**src/sv/scoped_symbol_table_top_assert.svh**
```systemverilog
// Assertion macros for the scoped symbol table.
`ifndef SCOPED_SYMBOL_TABLE_TOP_ASSERT_SVH
`define SCOPED_SYMBOL_TABLE_TOP_ASSERT_SVH
`ifndef SYNTHESIS
`define SST_ASSERT(label, clk, rstn, prop, msg) \
    label: assert property (@(posedge clk) disable iff (!rstn) prop) else $error(msg);
`define SST_ASSERT_NR(label, clk, prop, msg) \
    label: assert property (@(posedge clk) prop) else $error(msg);
`else
`define SST_ASSERT(label, clk, rstn, prop, msg)
`define SST_ASSERT_NR(label, clk, prop, msg)
`endif
`endif

```
**src/sv/sst_pkg.sv**
```systemverilog
package sst_pkg;
    localparam int MAX_SCOPES_D    = 50;
    localparam int TABLE_ENTRIES_D = 64;
    localparam int NAME_BITS_D     = 32;
    localparam int VALUE_BITS_D    = 64;
    localparam int DEPTH_W         = 6;
    localparam int TAG_W           = 8;

    localparam logic [3:0] REQ_PUSH   = 4'd0;
    localparam logic [3:0] REQ_POP    = 4'd1;
    localparam logic [3:0] REQ_SET    = 4'd2;
    localparam logic [3:0] REQ_GSET   = 4'd3;
    localparam logic [3:0] REQ_DSET   = 4'd4;
    localparam logic [3:0] REQ_UNSET  = 4'd5;
    localparam logic [3:0] REQ_LOOKUP = 4'd6;
    localparam logic [3:0] REQ_TOPLK  = 4'd7;
    localparam logic [3:0] REQ_FILTER = 4'd8;

    localparam logic [1:0] ST_OK       = 2'd0;
    localparam logic [1:0] ST_OVERFLOW = 2'd1;
    localparam logic [1:0] ST_FULL     = 2'd2;

    localparam logic [1:0] KIND_NONE   = 2'd0;
    localparam logic [1:0] KIND_LOCAL  = 2'd1;
    localparam logic [1:0] KIND_GLOBAL = 2'd2;

    // Commands from the controller to the datapath.
    typedef struct packed {
        logic load;      // capture the request word
        logic scan_clr;  // reset scan pointer and match trackers
        logic scan_step; // compare the entry read last cycle
        logic read_hit;  // start a read of the found entry
        logic write_ent; // write the bound entry
        logic clr_valid; // clear the valid bit of the match
        logic finish;    // form the result word
    } sst_cmd_t;

    // Status from the datapath back to the controller.
    typedef struct packed {
        logic scan_done;
        logic hit;
    } sst_stat_t;
endpackage

```
**src/sv/sst_ctrl.sv**
```systemverilog
`include "scoped_symbol_table_top_assert.svh"
module sst_ctrl import sst_pkg::*; (
    input  logic      aclk,
    input  logic      aresetn,
    input  logic      s_valid,
    output logic      s_ready,
    output logic      m_valid,
    input  logic      m_ready,
    input  logic [3:0] req,
    input  logic       dollar,
    input  sst_stat_t  stat,
    output sst_cmd_t   cmd
);
    typedef enum logic [2:0] {IDLE, PREP, SCAN, READ, ACT, DONE} state_t;
    state_t state_reg, state_next;
    logic   m_valid_reg, m_valid_next;
    logic [3:0] req_reg;
    logic       dollar_reg;
    logic       needs_scan, is_set;

    assign is_set  = (req_reg == REQ_SET) || (req_reg == REQ_GSET) || (req_reg == REQ_DSET);
    assign needs_scan = (req_reg == REQ_POP) || ((is_set || req_reg == REQ_UNSET) && !dollar_reg)
                      || req_reg == REQ_LOOKUP || req_reg == REQ_TOPLK || req_reg == REQ_FILTER;
    // A new word is taken in IDLE once the output slot is free or being drained.
    assign s_ready = (state_reg == IDLE) && (!m_valid_reg || m_ready);
    assign m_valid = m_valid_reg;

    always_comb begin
        state_next   = state_reg;
        m_valid_next = m_valid_reg && !m_ready;
        cmd          = '0;
        unique case (state_reg)
            IDLE: if (s_valid && s_ready) begin
                cmd.load   = 1'b1;
                state_next = PREP;
            end
            PREP: begin
                cmd.scan_clr = 1'b1;
                state_next   = needs_scan ? SCAN : DONE;
            end
            SCAN: begin
                cmd.scan_step = 1'b1;
                if (stat.scan_done) state_next = READ;
            end
            READ: begin
                cmd.read_hit = 1'b1;
                state_next   = ACT;
            end
            ACT: begin
                cmd.write_ent = is_set && !dollar_reg;
                cmd.clr_valid = (req_reg == REQ_UNSET) && !dollar_reg;
                cmd.finish    = 1'b1;
                m_valid_next  = 1'b1;
                state_next    = IDLE;
            end
            DONE: begin
                cmd.finish   = 1'b1;
                m_valid_next = 1'b1;
                state_next   = IDLE;
            end
            default: state_next = IDLE;
        endcase
    end

    always_ff @(posedge aclk) begin
        if (!aresetn) begin
            state_reg   <= IDLE;
            m_valid_reg <= 1'b0;
        end else begin
            state_reg   <= state_next;
            m_valid_reg <= m_valid_next;
            if (cmd.load) begin
                req_reg    <= req;
                dollar_reg <= dollar;
            end
        end
    end

    `SST_ASSERT(a_one_out, aclk, aresetn, (state_reg == ACT || state_reg == DONE) |-> (!m_valid_reg || m_ready), "result overwritten")
    `SST_ASSERT(a_load_idle, aclk, aresetn, cmd.load |=> state_reg == PREP, "load without prep")
    `SST_ASSERT(a_busy, aclk, aresetn, (state_reg != IDLE) |-> !s_ready, "accepted while busy")
endmodule

```
**config.mk**
```make
export PLATFORM = sky130hd
export DESIGN_NAME = sst_ctrl
export DESIGN_NICKNAME = d
export VERILOG_FILES = /design/src/sv/sst_pkg.sv /design/src/sv/sst_ctrl.sv
export VERILOG_INCLUDE_DIRS = /design/src /design/src/sv
export SDC_FILE = /design/constraint.sdc
export NUM_CORES = 1
export LEC_CHECK = 0
export BUFFER_PORTS_ARGS = -buffer_cell sky130_fd_sc_hd__buf_4
export CORE_AREA = 2 2 39 41
export DETAILED_ROUTE_END_ITERATION = 10
export DIE_AREA = 0 0 41 43
export GPL_ROUTABILITY_DRIVEN = 0
export MAX_ROUTING_LAYER = met4
export SKIP_LAST_GASP = 1
export SLEW_MARGIN = 30
export SYNTH_ARGS = -nofsm -noshare
export SYNTH_HDL_FRONTEND = slang
export SYNTH_SLANG_ARGS = --single-unit
```
**constraint.sdc**
```tcl
create_clock -name aclk -period 1.64 [get_ports aclk]
set_input_delay 0.082 -clock aclk [delete_from_list [all_inputs] [get_ports aclk]]
set_output_delay 0.082 -clock aclk [all_outputs]
set_load 0.01 [all_outputs]
```
Word level (Yosys, flattened, before mapping)
Index checks and enable logic that the tools add are counted.
{"block": "totals", "regBits": 9, "in_bits": 11, "output_inout_bits": 9, "wordCells": 52}
{"block": "classes", "eq_ne": 15, "mux": 12, "n_reduce_logical": 21}
{"cell": "$eq 4x3->1 const B", "n": 4}
{"cell": "$pmux 3 s4", "n": 1}
{"cell": "$mux 3", "n": 3}
{"cell": "$eq 4x2->1 const B", "n": 2}
{"cell": "$logic_or 1x1->1", "n": 8}
{"cell": "$mux 1", "n": 7}
{"cell": "$eq 3x2->1 const B", "n": 2}
{"cell": "$eq 3x3->1 const B", "n": 2}
{"cell": "$logic_and 1x1->1", "n": 6}
{"cell": "$eq 4x1->1 const B", "n": 1}
{"cell": "$eq 4x4->1 const B", "n": 1}
{"cell": "$reduce_and 2->1", "n": 2}
{"cell": "$eq 3x1->1 const B", "n": 1}
{"cell": "$logic_not 1->1", "n": 3}
{"cell": "$logic_not 3->1", "n": 1}
{"cell": "$mux 2", "n": 1}
{"cell": "$ne 2x1->1 const B", "n": 1}
{"cell": "$ne 2x2->1 const B", "n": 1}
{"cell": "$reduce_or 2->1", "n": 1}

Depth between registers and ports, before layout
{"block": "depth", "ltp_word": 11, "mapped_depth": 4, "depth_no_buf": 4}

Least setup slack after synthesis
OpenSTA, ideal clock, no wires.
{"block": "synth_timing", "path_kind": "register to register", "startpoint": "reg state_reg[1]", "endpoint": "reg dollar_reg, enable pin", "setup_time_ns": 0.315, "t_arrival_ns": 1.115, "required_ns": 1.325, "slack_ns": 0.210, "path_stages_with_launch": 4, "n_path_buf": 1, "synth_period_minus_slack_ns": 1.430, "path_cell_list": "dfxtp_1 buf_2 nor3_1 and3_1"}
{"block": "synth_via", "elab_chain_cells": 6}
{"item": "start, declared", "line_no": "sst_ctrl.sv:15", "source": "state_t state_reg, state_next;"}
{"item": "start signal, assigned", "line_no": "sst_ctrl.sv:70", "source": "state_reg <= state_next;"}
{"item": "$logic_not 3->1", "line_no": "sst_ctrl.sv:25", "source": "assign s_ready = (state_reg == IDLE) && (!m_valid_reg || m_ready);"}
{"item": "$logic_and 1x1->1", "line_no": "sst_ctrl.sv:25"}
{"item": "net s_ready", "line_no": "sst_ctrl.sv:6", "source": "output logic s_ready,"}
{"item": "$logic_and 1x1->1", "line_no": "sst_ctrl.sv:33", "source": "IDLE: if (s_valid && s_ready) begin"}
{"item": "$mux 1", "line_no": "sst_ctrl.sv:33"}
{"item": "$mux 1", "line_no": "sst_ctrl.sv:32", "source": "unique case (state_reg)"}
{"item": "$reduce_and 2->1 (no line)"}
{"item": "end signal, assigned", "line_no": "sst_ctrl.sv:74", "source": "dollar_reg <= dollar;"}
{"item": "end, declared", "line_no": "sst_ctrl.sv:18", "source": "logic dollar_reg;"}
The timed path passes the listed nets, and every way through them passes these cells.
A chain may end at the register's enable or synchronous reset.

==> out/qor.yml <==
floorplanning:
  start_util_pct: 33.7
  dieWidth_um: 41
  dieHeight_um: 43
  io_pins: 20
  die_area_um2: 1760
  rows: 14
  core-area_um2: 1380
route:
  avgViaCountPerCell: 4.73
  wl_per_cell_um: 10.3
  drc: 0
  wl_um: 906
  drt_iter0_drc: 3
  drt.antenna.violating_nets: 0
  dr.pass1.iters: 3
  via_count: 416
clock_tree:
  clkLatencyLatePin_ns: 0.26
  max-clock-path-buffers: 2
  cts_max_level: 1
  cts_made_buffers: 3
  cts_sinks: 9
  cts_tree: "done"
  clk_root_buffer_cell: "clkbuf_4"
  path_clk_slew_ns: 0.07
global_route:
  antenna_found_initial: 0
  grt_pass1_wl_mm: 1.38
  grt_pass1_vias: 356
  grt_max_degree: 12
  grt.overflow.total: 0
  grtUsageTotal_pct: 12.1
sta:
  finalHoldViolCount: 0
  timing.fmax_mhz: 667
  slew_headroom_pct: 81.1
  setup_violations: 0
  whs_ns: 0.0791
  final.min_clock_period_ns: 1.50
  worst_pin_slew_ns: 0.281
  maxSlewViolCount: 0
  post-route-period-util_pct: 91.4
  layout_setup_ws_ns: 0.142
  rsz0062_at_grt: "no"
  skew_ns: 0.00918
  fin_setup_tns_ns: 0
placement:
  port_buffers: 18
  dp_cells: 79
  dpl.hpwl_um: 677
  post-place-ws_ns: 0.230
synthesis:
  synth_mux_area_share_pct: 0
  async_flop_share_pct: 0
  ys_seq_area_share_pct: 49.3
  synth-xor-area-share_pct: 0
  ys_ff_latch: 9
  synth_area_leader_cell: "edfxtp_1"
  synthFlopType: "edfxtp_1"
  syn-cell-area_um2: 467
  avgSynthCellArea_um2: 10.1
  synthAdderAreaFrac_pct: 0
  synth_edf_count: 5
  synth_top_area_share_pct: 32.2
  synth_most_common_cell: "edfxtp_1"
  synth_warnings: 0
  synth_area_leaders: "edfxtp_1, dfxtp_1, nand2b_1"
  synth-compound-area-share_pct: 15.5
  synth.distinct_cells: 24
  synthTopCellsByCount: "edfxtp_1, dfxtp_1, nand2_1, nor2_1"
  synth_top_family_by_area: "simple AND/OR/NAND/NOR gates"
  synthCells: 46
  synthSimpleGateAreaFrac_pct: 31.6
  syn-num-nets: 57
critical_path:
  cpPeakStageDelay_ns: 0.43
  r2r_slack_ns: 0.22
  critPathLaunchType: "flip-flop"
  cpMaxStageDelayCell: "edfxtp_1"
  cp.arrival_ns: 1.42
  critical_path_class: "flip-flop to primary output"
  cp.required_ns: 1.56
  cpLargestDelayFamily: "simple AND/OR/NAND/NOR gates"
  r2r.worst_path.cells: 4
  critPathCapture: "cmd[1]"
  cp_max_fo: 3
  cp_cell_sequence: "nor4_1, nand2_1, nor4b_2, buf_4"
  crit_start: "req_reg[3]"
  worstReg2RegEnd: "req_reg[1]"
  worstPathBufferInverterCount: 1
  rr_startpoint: "state_reg[2]"
  worst-path-stages: 4
  worst_setup_path_end_kind: "primary output"
layout:
  area_delta_synth_final_pct: 50.1
  layout.nets: 84
  nFillCells: 138
  num_antenna_cells: 0
  layoutNonFillerInstCount: 88
  drive_gt1_share_pct: 40.3
  largest_reg_flops: 4
  final_util_pct: 50.6
flow_run:
  max_cap_viol_count: 0
status:
  status: "finished, final reports clean"
pwr:
  p_leak_nw: 0.308
  peakVddDrop_uv: 450
  p_per_area_nw_per_um2: 842
min_path:
  hp-class: "primary input to flip-flop"
## repair_timing
item / 4_1_cts / 5_1_grt
resized for setup: 0 / 2
hold buffers: 4 / 1
hold endpoints to repair: 4 / 1
buffers inserted: 0 / 0
endpoints found under the setup margin: 0 / 1
## kinds of logic (layout without fill, tap and decap cells)
group	after synthesis	after routing
simple gates	25	25
flops	9	9
compound gates	8	8
buf+inv	4	30
## cell type report
class                   count  area [um2]  share of cell area [%]
inverters                   3        11.3                    1.61
flip-flops and latches      9         231                    33.0
multi-input cells          33         226                    32.3
well taps                  16        20.0                    2.86
clock buffers               4        26.3                    3.75
repair buffers             23         185                    26.4
## routing by layer
layer  global-route usage (%)  routed length [um]  vias up
met3                     3.14                  38        2
met5                        -                   0        -
met4                     8.00                  14        0
met2                     15.9                 418       11
met1                     15.7                 434      184
li1                         -                   -      219
## worst reg2reg max path, stage by stage (launching register included)
cell,delay (ns)
dfxtp_1,0.34
inv_1,0.13
nand2_1,0.06
nor3_1,0.23
and3_1,0.33
## worst min-delay path by stage
stage	startpoint	depth (start not counted)	end
after detailed placement	req[3]	1	req_reg[3]
after CTS	req[1]	1	req_reg[1]
final	aresetn	2	m_valid
after global placement	req[0]	1	req_reg[0]
after floorplan	dollar	0	dollar_reg
after global routing	aresetn	2	m_valid
## where the power goes
group | switching [W] | internal [W]
clock | 0.0000765 | 0.0000936
combinational | 0.0000556 | 0.0000826
sequential | 0.0000232 | 0.000259
## placed cells by master (no fill, tap or decap), drive strengths merged, types with 2 or more instances in the layout
master	n
nor2b	2
buf	18
o21ai	2
nand2b	4
clkbuf	4
edfxtp	5
nor3	2
nand2	4
and3	2
inv	3
dfxtp	4
nor2	5
and2	2
dlygate4sd3	5
## metrics by stage
| step | instance area [um2] | total power [W] |
|---|---|---|
| 4_1_cts | 683 | 0.000597 |
| 3_5_place_dp | 617 | 0.000416 |
| 3_3_place_gp | 617 | 0.000414 |
| 6_report | 701 | 0.000590 |
| 2_1_floorplan | 467 | 0.000355 |
| 5_1_grt | 701 | 0.000624 |
Power figures use the tool's default switching activity.
